===== src/design/pidsr_pkg.sv =====
// constants for the pid position to step rate core
// widths, register codes, reset values and fixed-point constants
// no dependencies
package pidsr_pkg;

    localparam int GAIN_W         = 24;
    localparam int LIM_W          = 10;
    localparam int INT_W          = LIM_W + 1;
    localparam int PSC_W          = 16;
    localparam int PID_W          = 32;
    localparam int GAIN_FRAC_BITS = 24;
    localparam int X_W            = GAIN_FRAC_BITS;
    localparam int CNT_W          = $clog2(GAIN_W);

    localparam int CFG_INDEX_W = 3;
    localparam int CFG_DATA_W  = GAIN_W;
    localparam int OUT_DATA_W  = ((3 + PSC_W + PID_W + 7) / 8) * 8;

    // register indexes on the config port
    localparam logic [CFG_INDEX_W-1:0] REG_KP       = 3'd0;
    localparam logic [CFG_INDEX_W-1:0] REG_KI       = 3'd1;
    localparam logic [CFG_INDEX_W-1:0] REG_KD       = 3'd2;
    localparam logic [CFG_INDEX_W-1:0] REG_DEADBAND = 3'd3;
    localparam logic [CFG_INDEX_W-1:0] REG_WINDOW   = 3'd4;
    localparam logic [CFG_INDEX_W-1:0] REG_LIMIT    = 3'd5;
    localparam logic [CFG_INDEX_W-1:0] REG_PSC_MIN  = 3'd6;
    localparam logic [CFG_INDEX_W-1:0] REG_PSC_MAX  = 3'd7;

    localparam logic [GAIN_W-1:0] KP_RESET       = 24'd100663;
    localparam logic [GAIN_W-1:0] KI_RESET       = 24'd168;
    localparam logic [GAIN_W-1:0] KD_RESET       = 24'd33554;
    localparam logic [LIM_W-1:0]  DEADBAND_RESET = 10'd5;
    localparam logic [LIM_W-1:0]  WINDOW_RESET   = 10'd100;
    localparam logic [LIM_W-1:0]  LIMIT_RESET    = 10'd250;
    localparam logic [PSC_W-1:0]  PSC_MIN_RESET  = 16'd100;
    localparam logic [PSC_W-1:0]  PSC_MAX_RESET  = 16'd1000;

    // speed scale: one, minimum speed 0.05 rounded, and the span between them
    localparam longint unsigned Q_ONE_L  = 64'd1 << GAIN_FRAC_BITS;
    localparam longint unsigned Q_SMIN_L = (Q_ONE_L + 64'd10) / 64'd20;

    localparam logic [PID_W-1:0] Q_ONE       = PID_W'(Q_ONE_L);
    localparam logic [PID_W-1:0] Q_SPEED_MIN = PID_W'(Q_SMIN_L);
    localparam logic [X_W-1:0]   Q_SPAN      = X_W'(Q_ONE_L - Q_SMIN_L);

endpackage


===== src/design/pid_position_to_step_rate_core.sv =====
// one-axis incremental pid with clamped integral, turning a position error
// into run, start, direction, step prescaler and the saturated pid value
// depends on pidsr_pkg
//
// channel   dir  handshake            payload
// s_        in   s_tvalid/s_tready    s_tdata: target, measured position
// m_        out  m_tvalid/m_tready    m_tdata: run, start, direction, prescaler, pid
// cfg_      in   cfg_write            cfg_index, cfg_data
//
// a word outside the deadband is evaluated, multiplied bit-serially by the gains
// (one gain bit per cycle), saturated, clamped to a speed, put through the serial
// speed*span product and the restoring divide by the speed span and limited to
// the prescaler range; a word inside the deadband goes from evaluation straight
// to the output. the next word is taken once the result sits in the output
// register; a stalled m_tready holds the core in its final step.
// reset restores the default gains and limits and clears the pid history.
module pid_position_to_step_rate_core #(
    parameter int POSITION_BITS = 10
) (
    input  logic clk,
    input  logic rst_n,

    input  logic s_tvalid,
    output logic s_tready,
    // [POSITION_BITS-1:0] target_position, [2*POSITION_BITS-1:POSITION_BITS]
    // measured_position, zero padded to bytes
    input  logic [((2*POSITION_BITS+7)/8)*8-1:0] s_tdata,

    output logic m_tvalid,
    input  logic m_tready,
    // [0] run, [1] start_pulse, [2] direction, [18:3] prescaler, [50:19] pid_value
    output logic [pidsr_pkg::OUT_DATA_W-1:0] m_tdata,

    input  logic cfg_write,
    input  logic [pidsr_pkg::CFG_INDEX_W-1:0] cfg_index,
    input  logic [pidsr_pkg::CFG_DATA_W-1:0]  cfg_data
);

    localparam int E_W  = POSITION_BITS + 1;
    localparam int D_W  = E_W + 2;
    localparam int T_W  = (D_W > pidsr_pkg::INT_W) ? D_W : pidsr_pkg::INT_W;
    localparam int A_W  = T_W + 3;
    localparam int S_W  = ((E_W > pidsr_pkg::INT_W) ? E_W : pidsr_pkg::INT_W) + 1;
    localparam int C_W  = (POSITION_BITS > pidsr_pkg::LIM_W) ? POSITION_BITS
                                                               : pidsr_pkg::LIM_W;
    localparam int GW   = pidsr_pkg::GAIN_W;
    localparam int PW   = pidsr_pkg::PSC_W;
    localparam int QW   = pidsr_pkg::PID_W;
    localparam int XW   = pidsr_pkg::X_W;
    localparam int LW   = pidsr_pkg::LIM_W;
    localparam int IW   = pidsr_pkg::INT_W;
    localparam int NW   = pidsr_pkg::CNT_W;
    localparam int OW   = pidsr_pkg::OUT_DATA_W;
    localparam int PADW = OW - 3 - PW - QW;

    localparam logic [3:0] ST_IDLE  = 4'd0;
    localparam logic [3:0] ST_EVAL  = 4'd1;
    localparam logic [3:0] ST_MUL   = 4'd2;
    localparam logic [3:0] ST_SAT   = 4'd3;
    localparam logic [3:0] ST_SPEED = 4'd4;
    localparam logic [3:0] ST_PMUL  = 4'd5;
    localparam logic [3:0] ST_DIV   = 4'd6;
    localparam logic [3:0] ST_PSC   = 4'd7;
    localparam logic [3:0] ST_DONE  = 4'd8;

    localparam logic [NW-1:0] MUL_LAST = NW'(GW - 1);
    localparam logic [NW-1:0] PSC_LAST = NW'(PW - 1);

    // configuration
    logic [GW-1:0] kp_reg, ki_reg, kd_reg;
    logic [LW-1:0] deadband_reg, window_reg, limit_reg;
    logic [PW-1:0] pmin_reg, pmax_reg;

    // control and pid history
    logic [3:0]             state_reg, state_next;
    logic [NW-1:0]          cnt_reg, cnt_next;
    logic                   running_reg, running_next;
    logic signed [E_W-1:0]  err1_reg, err1_next;
    logic signed [E_W-1:0]  err2_reg, err2_next;
    logic signed [IW-1:0]   integ_reg, integ_next;
    logic                   out_valid_reg, out_valid_next;

    // datapath
    logic signed [E_W-1:0]  e_reg, e_next;
    logic signed [IW-1:0]   isum_reg, isum_next;
    logic signed [D_W-1:0]  d2_reg, d2_next;
    logic [GW-1:0]          kp_sh_reg, kp_sh_next;
    logic [GW-1:0]          ki_sh_reg, ki_sh_next;
    logic [GW-1:0]          kd_sh_reg, kd_sh_next;
    logic signed [A_W-1:0]  acc_reg, acc_next;
    logic [GW-1:0]          lo_reg, lo_next;
    logic [QW-1:0]          pid_reg, pid_next;
    logic [XW-1:0]          x_reg, x_next;
    logic [PW-1:0]          span_sh_reg, span_sh_next;
    logic                   span_neg_reg, span_neg_next;
    logic [XW-1:0]          pacc_reg, pacc_next;
    logic [PW-1:0]          plo_reg, plo_next;
    logic                   run_res_reg, run_res_next;
    logic                   start_res_reg, start_res_next;
    logic [PW-1:0]          psc_res_reg, psc_res_next;
    logic [OW-1:0]          out_data_reg, out_data_next;

    // error evaluation
    logic [POSITION_BITS-1:0] ae;
    logic                     in_stop, in_win;
    logic signed [S_W-1:0]    isum_sum, isum_raw, lim_s, isum_clamp;
    logic signed [D_W-1:0]    d2_new;

    // serial gain multiply
    logic signed [A_W-1:0]  mul_term, mul_sum;

    // saturation and speed
    logic [A_W-QW+GW:0]     sat_hi;
    logic                   sat_ok;
    logic [QW-1:0]          pid_sat, mag;
    logic signed [PW:0]     span;

    // speed product, divide and prescaler limit
    logic [XW:0]            pmul_sum, div_t;
    logic                   div_ge;
    logic signed [PW+1:0]   term, psc_raw, pmin_s, pmax_s;
    logic                   load_out;

    assign s_tready = (state_reg == ST_IDLE);
    assign m_tvalid = out_valid_reg;
    assign m_tdata  = out_data_reg;

    // ---------------- error, integral and second difference
    assign ae = e_reg[E_W-1] ? POSITION_BITS'(-e_reg) : POSITION_BITS'(e_reg);
    assign in_stop = C_W'(ae) <= C_W'(deadband_reg);
    assign in_win  = C_W'(ae) <  C_W'(window_reg);

    assign isum_sum = S_W'(integ_reg) + S_W'(e_reg);
    assign isum_raw = in_win ? isum_sum : '0;
    assign lim_s    = S_W'($signed({1'b0, limit_reg}));
    assign isum_clamp = (isum_raw > lim_s)  ? lim_s :
                        (isum_raw < -lim_s) ? -lim_s : isum_raw;

    assign d2_new = D_W'(e_reg) - (D_W'(err1_reg) <<< 1) + D_W'(err2_reg);

    // ---------------- one gain bit per cycle, lsb first
    assign mul_term = (kp_sh_reg[0] ? A_W'(e_reg)    : A_W'(0))
                    + (ki_sh_reg[0] ? A_W'(isum_reg) : A_W'(0))
                    + (kd_sh_reg[0] ? A_W'(d2_reg)   : A_W'(0));
    assign mul_sum = acc_reg + mul_term;

    // ---------------- saturate the product sum to 32 bits
    assign sat_hi  = acc_reg[A_W-1:QW-GW-1];
    assign sat_ok  = (&sat_hi) | ~(|sat_hi);
    assign pid_sat = sat_ok ? {acc_reg[QW-GW-1:0], lo_reg} :
                     acc_reg[A_W-1] ? {1'b1, {(QW-1){1'b0}}} : {1'b0, {(QW-1){1'b1}}};

    assign mag  = pid_reg[QW-1] ? (~pid_reg + 1'b1) : pid_reg;
    assign span = $signed({1'b0, pmax_reg}) - $signed({1'b0, pmin_reg});

    // ---------------- speed * |span|, then restoring divide by the speed span
    assign pmul_sum = {1'b0, pacc_reg} + (span_sh_reg[0] ? {1'b0, x_reg} : '0);
    assign div_t    = {pacc_reg, plo_reg[PW-1]};
    assign div_ge   = div_t >= {1'b0, pidsr_pkg::Q_SPAN};

    assign term    = span_neg_reg ? -$signed({2'b00, plo_reg}) : $signed({2'b00, plo_reg});
    assign pmin_s  = $signed({2'b00, pmin_reg});
    assign pmax_s  = $signed({2'b00, pmax_reg});
    assign psc_raw = pmax_s - term;

    assign load_out = (state_reg == ST_DONE) && (!out_valid_reg || m_tready);

    always_comb
    begin
        state_next     = state_reg;
        cnt_next       = cnt_reg;
        running_next   = running_reg;
        err1_next      = err1_reg;
        err2_next      = err2_reg;
        integ_next     = integ_reg;
        e_next         = e_reg;
        isum_next      = isum_reg;
        d2_next        = d2_reg;
        kp_sh_next     = kp_sh_reg;
        ki_sh_next     = ki_sh_reg;
        kd_sh_next     = kd_sh_reg;
        acc_next       = acc_reg;
        lo_next        = lo_reg;
        pid_next       = pid_reg;
        x_next         = x_reg;
        span_sh_next   = span_sh_reg;
        span_neg_next  = span_neg_reg;
        pacc_next      = pacc_reg;
        plo_next       = plo_reg;
        run_res_next   = run_res_reg;
        start_res_next = start_res_reg;
        psc_res_next   = psc_res_reg;

        case (state_reg)
            ST_IDLE:
            begin
                if (s_tvalid)
                begin
                    e_next = $signed({1'b0, s_tdata[POSITION_BITS-1:0]})
                           - $signed({1'b0, s_tdata[2*POSITION_BITS-1:POSITION_BITS]});
                    state_next = ST_EVAL;
                end
            end
            ST_EVAL:
            begin
                if (in_stop)
                begin
                    // inside the deadband: history kept, all result fields zero
                    running_next   = 1'b0;
                    run_res_next   = 1'b0;
                    start_res_next = 1'b0;
                    psc_res_next   = '0;
                    pid_next       = '0;
                    state_next     = ST_DONE;
                end
                else
                begin
                    integ_next     = IW'(isum_clamp);
                    isum_next      = IW'(isum_clamp);
                    d2_next        = d2_new;
                    err2_next      = err1_reg;
                    err1_next      = e_reg;
                    start_res_next = ~running_reg;
                    run_res_next   = 1'b1;
                    running_next   = 1'b1;
                    kp_sh_next     = kp_reg;
                    ki_sh_next     = ki_reg;
                    kd_sh_next     = kd_reg;
                    acc_next       = '0;
                    cnt_next       = '0;
                    state_next     = ST_MUL;
                end
            end
            ST_MUL:
            begin
                acc_next   = mul_sum >>> 1;
                lo_next    = {mul_sum[0], lo_reg[GW-1:1]};
                kp_sh_next = kp_sh_reg >> 1;
                ki_sh_next = ki_sh_reg >> 1;
                kd_sh_next = kd_sh_reg >> 1;
                cnt_next   = cnt_reg + 1'b1;
                if (cnt_reg == MUL_LAST)
                begin
                    state_next = ST_SAT;
                end
            end
            ST_SAT:
            begin
                pid_next   = pid_sat;
                state_next = ST_SPEED;
            end
            ST_SPEED:
            begin
                // clamp |pid| to [min speed, one] and offset by min speed
                if (mag >= pidsr_pkg::Q_ONE)
                begin
                    x_next = pidsr_pkg::Q_SPAN;
                end
                else if (mag < pidsr_pkg::Q_SPEED_MIN)
                begin
                    x_next = '0;
                end
                else
                begin
                    x_next = XW'(mag - pidsr_pkg::Q_SPEED_MIN);
                end
                span_neg_next = span[PW];
                span_sh_next  = span[PW] ? PW'(-span) : PW'(span);
                pacc_next     = '0;
                cnt_next      = '0;
                state_next    = ST_PMUL;
            end
            ST_PMUL:
            begin
                pacc_next    = pmul_sum[XW:1];
                plo_next     = {pmul_sum[0], plo_reg[PW-1:1]};
                span_sh_next = span_sh_reg >> 1;
                cnt_next     = cnt_reg + 1'b1;
                if (cnt_reg == PSC_LAST)
                begin
                    cnt_next   = '0;
                    state_next = ST_DIV;
                end
            end
            ST_DIV:
            begin
                // remainder stays below the divisor, quotient shifts in at the bottom
                pacc_next = div_ge ? XW'(div_t - {1'b0, pidsr_pkg::Q_SPAN}) : XW'(div_t);
                plo_next  = {plo_reg[PW-2:0], div_ge};
                cnt_next  = cnt_reg + 1'b1;
                if (cnt_reg == PSC_LAST)
                begin
                    state_next = ST_PSC;
                end
            end
            ST_PSC:
            begin
                if (psc_raw > pmax_s)
                begin
                    psc_res_next = pmax_reg;
                end
                else if (psc_raw < pmin_s)
                begin
                    psc_res_next = pmin_reg;
                end
                else
                begin
                    psc_res_next = PW'(psc_raw);
                end
                state_next = ST_DONE;
            end
            ST_DONE:
            begin
                if (load_out)
                begin
                    state_next = ST_IDLE;
                end
            end
            default:
            begin
                state_next = ST_IDLE;
            end
        endcase
    end

    always_comb
    begin
        out_valid_next = out_valid_reg;
        out_data_next  = out_data_reg;
        if (load_out)
        begin
            out_valid_next = 1'b1;
            out_data_next  = {{PADW{1'b0}}, pid_reg, psc_res_reg,
                              ~pid_reg[QW-1] & (|pid_reg), start_res_reg, run_res_reg};
        end
        else if (m_tready)
        begin
            out_valid_next = 1'b0;
        end
    end

    always_ff @(posedge clk or negedge rst_n)
    begin
        if (!rst_n)
        begin
            kp_reg       <= pidsr_pkg::KP_RESET;
            ki_reg       <= pidsr_pkg::KI_RESET;
            kd_reg       <= pidsr_pkg::KD_RESET;
            deadband_reg <= pidsr_pkg::DEADBAND_RESET;
            window_reg   <= pidsr_pkg::WINDOW_RESET;
            limit_reg    <= pidsr_pkg::LIMIT_RESET;
            pmin_reg     <= pidsr_pkg::PSC_MIN_RESET;
            pmax_reg     <= pidsr_pkg::PSC_MAX_RESET;
        end
        else if (cfg_write)
        begin
            case (cfg_index)
                pidsr_pkg::REG_KP:       kp_reg       <= cfg_data[GW-1:0];
                pidsr_pkg::REG_KI:       ki_reg       <= cfg_data[GW-1:0];
                pidsr_pkg::REG_KD:       kd_reg       <= cfg_data[GW-1:0];
                pidsr_pkg::REG_DEADBAND: deadband_reg <= cfg_data[LW-1:0];
                pidsr_pkg::REG_WINDOW:   window_reg   <= cfg_data[LW-1:0];
                pidsr_pkg::REG_LIMIT:    limit_reg    <= cfg_data[LW-1:0];
                pidsr_pkg::REG_PSC_MIN:  pmin_reg     <= cfg_data[PW-1:0];
                pidsr_pkg::REG_PSC_MAX:  pmax_reg     <= cfg_data[PW-1:0];
                default:
                begin
                end
            endcase
        end
    end

    always_ff @(posedge clk or negedge rst_n)
    begin
        if (!rst_n)
        begin
            state_reg     <= ST_IDLE;
            cnt_reg       <= '0;
            running_reg   <= 1'b0;
            err1_reg      <= '0;
            err2_reg      <= '0;
            integ_reg     <= '0;
            out_valid_reg <= 1'b0;
        end
        else
        begin
            state_reg     <= state_next;
            cnt_reg       <= cnt_next;
            running_reg   <= running_next;
            err1_reg      <= err1_next;
            err2_reg      <= err2_next;
            integ_reg     <= integ_next;
            out_valid_reg <= out_valid_next;
        end
    end

    always_ff @(posedge clk)
    begin
        e_reg         <= e_next;
        isum_reg      <= isum_next;
        d2_reg        <= d2_next;
        kp_sh_reg     <= kp_sh_next;
        ki_sh_reg     <= ki_sh_next;
        kd_sh_reg     <= kd_sh_next;
        acc_reg       <= acc_next;
        lo_reg        <= lo_next;
        pid_reg       <= pid_next;
        x_reg         <= x_next;
        span_sh_reg   <= span_sh_next;
        span_neg_reg  <= span_neg_next;
        pacc_reg      <= pacc_next;
        plo_reg       <= plo_next;
        run_res_reg   <= run_res_next;
        start_res_reg <= start_res_next;
        psc_res_reg   <= psc_res_next;
        out_data_reg  <= out_data_next;
    end

endmodule


===== config.mk =====
export PLATFORM = sky130hd
export DESIGN_NAME = pid_position_to_step_rate_core
export DESIGN_NICKNAME = d
export VERILOG_FILES = /design/src/design/pidsr_pkg.sv /design/src/design/pid_position_to_step_rate_core.sv
export SDC_FILE = /design/constraint.sdc
export NUM_CORES = 1
export LEC_CHECK = 0
export ABC_AREA = 1
export ABC_CLOCK_PERIOD_IN_PS = 6310
export BUFFER_PORTS_ARGS = -buffer_cell sky130_fd_sc_hd__buf_4
export CAP_MARGIN = 20
export CORE_UTILIZATION = 47
export CTS_BUF_LIST = sky130_fd_sc_hd__clkbuf_4 sky130_fd_sc_hd__clkbuf_8
export CTS_CLUSTER_SIZE = 25
export DETAILED_ROUTE_END_ITERATION = 10
export PLACE_DENSITY = 0.71
export SKIP_CTS_REPAIR_TIMING = 1
export SLEW_MARGIN = 25
export SYNTH_ARGS = -nofsm -noshare
export SYNTH_HDL_FRONTEND = slang
export SYNTH_SLANG_ARGS = --single-unit

===== constraint.sdc =====
create_clock -name clk -period 6.31 [get_ports clk]
set_input_delay 0.631 -clock clk [delete_from_list [all_inputs] [get_ports clk]]
set_output_delay 0.631 -clock clk [all_outputs]
set_load 0.05 [all_outputs]

==> report_table.html <==
<table>
<tr><th>Metric</th><th>Value</th></tr>
<tr><th colspan="2">Status</th></tr>
<tr><td>Outcome</td><td>finished clean</td></tr>
<tr><th colspan="2">Power and ir drop</th></tr>
<tr><td>Max VDD drop</td><td>0.344 mV</td></tr>
<tr><td>Standby leakage power</td><td>16.1 nW</td></tr>
<tr><td>Power per cell area</td><td>550 nW/um^2</td></tr>
<tr><th colspan="2">Timing</th></tr>
<tr><td>Number of failing hold endpoints at the final stage</td><td>0</td></tr>
<tr><td>Crit path time final</td><td>5430 ps</td></tr>
<tr><td>Final setup fails</td><td>0</td></tr>
<tr><td>Setup repair after global routing missed its margin</td><td>no</td></tr>
<tr><td>Count of final max-slew check failures</td><td>0</td></tr>
<tr><td>Top achievable clock speed</td><td>184 MHz</td></tr>
<tr><td>Setup clock skew after layout</td><td>38.5 ps</td></tr>
<tr><td>Final setup TNS</td><td>0 ps</td></tr>
<tr><td>Worst max-slew margin expressed relative to the limit</td><td>34.4%</td></tr>
<tr><td>Share of the cycle needed by the critical path after routing</td><td>86.0%</td></tr>
<tr><td>Transition time at the pin with the least slew margin</td><td>982 ps</td></tr>
<tr><th colspan="2">Global route</th></tr>
<tr><td>Maximum number of pins on one net before global-route repair</td><td>105</td></tr>
<tr><td>Via count of the first global-routing pass</td><td>23400</td></tr>
<tr><td>Total GRT Usage</td><td>22.0%</td></tr>
<tr><td>Wire length of the first global-routing pass</td><td>119000 microns</td></tr>
<tr><td>Total overflow reported by the global router</td><td>0</td></tr>
<tr><td>Initial antenna violation count</td><td>3</td></tr>
<tr><th colspan="2">Placed design</th></tr>
<tr><td>Final weighted congestion of routability-driven global placement</td><td>0.910</td></tr>
<tr><td>Final HPWL DP</td><td>54500 microns</td></tr>
<tr><td>Input/output buffers</td><td>104</td></tr>
<tr><th colspan="2">Logic synthesis</th></tr>
<tr><td>Warnings, synthesis</td><td>0</td></tr>
<tr><td>Count of flip-flops with a built-in enable after synthesis</td><td>328</td></tr>
<tr><td>Register area share after synthesis</td><td>46.3%</td></tr>
<tr><td>Fraction of registers with async set/reset</td><td>35.2%</td></tr>
<tr><td>Most used DFF post-synth</td><td>sky130_fd_sc_hd__edfxtp_1</td></tr>
<tr><td>Synthesized instance count</td><td>3674</td></tr>
<tr><td>Average size of a mapped cell</td><td>8.44 sq um</td></tr>
<tr><td>Number of flip-flops and latches in the synthesized netlist</td><td>506</td></tr>
<tr><td>Number of different library cells in the post-synthesis netlist</td><td>60</td></tr>
<tr><td>Total standard cell area after synthesis</td><td>31000 sq um</td></tr>
<tr><th colspan="2">Critical path</th></tr>
<tr><td>Arr. time, crit path</td><td>5870 ps</td></tr>
<tr><td>Max Fanout on Critical Path</td><td>22</td></tr>
<tr><td>Length in cells of the worst reg-to-reg path</td><td>22</td></tr>
<tr><td>Data required time at the worst endpoint</td><td>6750 ps</td></tr>
<tr><td>Worst Setup Start Kind</td><td>flip-flop</td></tr>
<tr><td>Worst setup path start</td><td>e_reg[0]</td></tr>
<tr><td>Critical path start-end classification</td><td>reg2reg</td></tr>
<tr><td>Beginning of the worst register-to-register path</td><td>e_reg[0]</td></tr>
<tr><td>Crit. End Element</td><td>flip-flop</td></tr>
<tr><td>FF-to-FF End</td><td>isum_reg[6]</td></tr>
<tr><td>Reg2reg setup slack</td><td>880 ps</td></tr>
<tr><th colspan="2">Floorplan</th></tr>
<tr><td>Number of top-level pins</td><td>114</td></tr>
<tr><td>Number of placement rows</td><td>93</td></tr>
<tr><td>Starting density of the core</td><td>47.8%</td></tr>
<tr><td>Floorplan die width</td><td>259 microns</td></tr>
<tr><td>Die outline height</td><td>259 microns</td></tr>
<tr><td>Floorplan die area</td><td>67000 sq um</td></tr>
<tr><td>Core area</td><td>64800 sq um</td></tr>
<tr><th colspan="2">Final layout</th></tr>
<tr><td>Fraction of final layout cells with drive strength greater than 1</td><td>9.94%</td></tr>
<tr><td>Number of flip-flops in the largest register</td><td>51</td></tr>
<tr><td>Signed area change from the synthesized netlist to the final layout</td><td>11.0%</td></tr>
<tr><td>Final core utilization</td><td>53.1%</td></tr>
<tr><td>Total number of nets in the final design</td><td>4072</td></tr>
<tr><th colspan="2">Route</th></tr>
<tr><td>Post-detailed-route count of antenna-violating nets</td><td>0</td></tr>
<tr><td>Wirelength per Cell</td><td>15.6 microns</td></tr>
<tr><td>Detailed-route DRC error count</td><td>0</td></tr>
<tr><td>Number of vias per cell</td><td>5.20</td></tr>
<tr><td>Detailed Route WL</td><td>73400 microns</td></tr>
<tr><td>Pre-antenna DRT Iters</td><td>5</td></tr>
<tr><td>Vias</td><td>24500</td></tr>
<tr><td>1st-iter DRT viols</td><td>1897</td></tr>
<tr><th colspan="2">CTS</th></tr>
<tr><td>Maximum root-to-sink buffer count</td><td>3</td></tr>
<tr><td>Number of clock sinks seen by CTS</td><td>506</td></tr>
<tr><td>CTS clock-pin slew for the worst setup and hold paths</td><td>60 ps</td></tr>
<tr><td>TritonCTS clock tree</td><td>built</td></tr>
<tr><td>Clock latency on the worst-skew pair</td><td>700 ps</td></tr>
<tr><td>CTS HTree Levels</td><td>3</td></tr>
<tr><td>Clock Tree Root</td><td>sky130_fd_sc_hd__clkbuf_8</td></tr>
<tr><td>CTS buffer count</td><td>85</td></tr>
<tr><th colspan="2">Min path</th></tr>
<tr><td>HP Class</td><td>in2async</td></tr>
<tr><th colspan="2">Run</th></tr>
<tr><td>Number of max-cap violations</td><td>0</td></tr>
</table>
-- critical path: stages, from the launching register on --
cell	delay, ps
sky130_fd_sc_hd__edfxtp_1	520
sky130_fd_sc_hd__nor3_1	270
sky130_fd_sc_hd__inv_1	70
sky130_fd_sc_hd__nor3_1	170
sky130_fd_sc_hd__nand2_1	100
sky130_fd_sc_hd__o31ai_1	250
sky130_fd_sc_hd__xor2_1	310
sky130_fd_sc_hd__ha_1	300
sky130_fd_sc_hd__nand2_1	90
sky130_fd_sc_hd__nor2_1	50
sky130_fd_sc_hd__a211oi_1	180
sky130_fd_sc_hd__nand3_1	390
sky130_fd_sc_hd__nor3b_1	490
sky130_fd_sc_hd__ha_1	320
sky130_fd_sc_hd__a21oi_1	140
sky130_fd_sc_hd__o21ai_0	130
sky130_fd_sc_hd__nand2_1	90
sky130_fd_sc_hd__nand4_1	80
sky130_fd_sc_hd__or2_2	280
sky130_fd_sc_hd__nand2_1	460
sky130_fd_sc_hd__or2_2	210
sky130_fd_sc_hd__nand3_1	100
sky130_fd_sc_hd__and2_1	160
-- Yosys cell counts, drive strengths merged (2+ instances only) --
cell | instances | area [sq um]
a21o | 13 | 97.6
edfxtp | 328 | 9850
xnor2 | 27 | 236
clkbuf | 78 | 293
nand2 | 1058 | 4030
a21boi | 6 | 45.1
o31ai | 7 | 52.6
a21oi | 223 | 1120
buf | 27 | 170
nor3 | 28 | 155
ha | 185 | 2310
clkinv | 3 | 11.3
nor3b | 6 | 60.1
dfrtp | 141 | 3530
a221oi | 3 | 26.3
nand4 | 33 | 206
nand3 | 165 | 861
o21ai | 320 | 1610
o2111ai | 2 | 17.5
a31o | 3 | 26.3
a211oi | 7 | 52.6
a31oi | 11 | 68.8
xor2 | 93 | 815
or2 | 8 | 50.1
o21bai | 11 | 82.6
nand3b | 27 | 206
dfstp | 37 | 972
nor4 | 6 | 43.8
inv | 491 | 1840
o21a | 10 | 75.1
and2 | 5 | 31.3
fa | 46 | 921
o22ai | 10 | 62.6
nor2 | 239 | 947
o211ai | 7 | 52.6
-- layout by cell type (no fill, tap or decap), types with 9 or more instances in the layout --
cell / netlist / routed
sky130_fd_sc_hd__o21ai_1: 10 / 10
sky130_fd_sc_hd__nor3_1: 25 / 23
sky130_fd_sc_hd__o21a_1: 10 / 10
sky130_fd_sc_hd__nand2_2: 19 / 20
sky130_fd_sc_hd__xor2_1: 93 / 93
sky130_fd_sc_hd__ha_1: 185 / 185
sky130_fd_sc_hd__inv_1: 486 / 485
sky130_fd_sc_hd__a21oi_1: 223 / 223
sky130_fd_sc_hd__nor2_2: 8 / 9
sky130_fd_sc_hd__clkinv_2: 0 / 11
sky130_fd_sc_hd__dfstp_2: 37 / 37
sky130_fd_sc_hd__o21ai_0: 309 / 308
sky130_fd_sc_hd__o22ai_1: 10 / 10
sky130_fd_sc_hd__o21bai_1: 11 / 11
sky130_fd_sc_hd__nor2_1: 227 / 222
sky130_fd_sc_hd__clkbuf_8: 0 / 95
sky130_fd_sc_hd__a31oi_1: 11 / 11
sky130_fd_sc_hd__nand3_1: 158 / 158
sky130_fd_sc_hd__clkinv_1: 3 / 13
sky130_fd_sc_hd__nand4_1: 33 / 33
sky130_fd_sc_hd__fa_1: 46 / 46
sky130_fd_sc_hd__nand3b_1: 26 / 26
sky130_fd_sc_hd__edfxtp_1: 328 / 328
sky130_fd_sc_hd__a21o_1: 13 / 13
sky130_fd_sc_hd__nand2_1: 1038 / 1036
sky130_fd_sc_hd__xnor2_1: 27 / 27
sky130_fd_sc_hd__buf_4: 9 / 122
sky130_fd_sc_hd__clkbuf_4: 0 / 30
sky130_fd_sc_hd__dfrtp_1: 141 / 141
-- metal layers --
| metal | track usage [%] | share of wire (%) | vias to the layer above |
|---|---|---|---|
| li1 | - | - | 12300 |
| met1 | 29.5 | 45 | 11400 |
| met2 | 36.5 | 47 | 602 |
| met3 | 3.05 | 5.1 | 121 |
| met4 | 7.64 | 2.5 | 0 |
| met5 | 0 | 0 | - |
-- through the flow --
step / worst slack [ps] / total power, mW / std cells / cell area, sq um / hold slack [ps]
global placement: 1000 / 15.7 / 4553 / 32600 / 406
global route: 434 / 20.7 / 4711 / 34400 / 82.1
floorplan: 1350 / 13.5 / 3678 / 31000 / 335
finish: 883 / 18.9 / 4711 / 34400 / 34.7
CTS: 913 / 19.0 / 4708 / 34400 / 51.0
detailed placement: 916 / 15.9 / 4553 / 32600 / 406
-- cell families after synthesis --
| group | Yosys count | share of synthesized area [%] |
|---|---|---|
| simple gates | 1576 | 21.3 |
| compound gates | 639 | 11.1 |
| buf+inv | 599 | 7.47 |
| flops | 506 | 46.3 |
| fa+ha+maj | 231 | 10.4 |
| xor+xnor | 120 | 3.39 |
| mux | 2 | 0.0686 |
| other cells | 1 | 0.0121 |
-- final cells by class --
| class | count | area [sq um] |
|---|---|---|
| sequential | 506 | 14400 |
| multi-input combinational | 2573 | 14400 |
| tap | 855 | 1070 |
| inverter | 494 | 1850 |
| timing repair buffer | 125 | 961 |
| clock inverter | 31 | 233 |
| fill | 5969 | 30400 |
| clock buffer | 124 | 1520 |
| antenna | 3 | 7.51 |
-- how the worst max path moves through the flow --
stage                        to  slack [ps]  depth (start not counted)
floorplan            acc_reg[0]        1350                         15
global route        isum_reg[6]         430                         22
finish              isum_reg[6]         880                         22
CTS                 isum_reg[6]         910                         22
detailed placement  isum_reg[6]         920                         22
global placement    isum_reg[2]        1000                         22
-- where the power goes --
group	internal, mW	switching [mW]	leakage (nW)	total [mW]
combinational	3.47	6.51	9.98	9.97
sequential	5.17	0.785	5.19	5.95
clock	1.64	1.37	0.924	3.01
(Power assumes the default switching activity.)
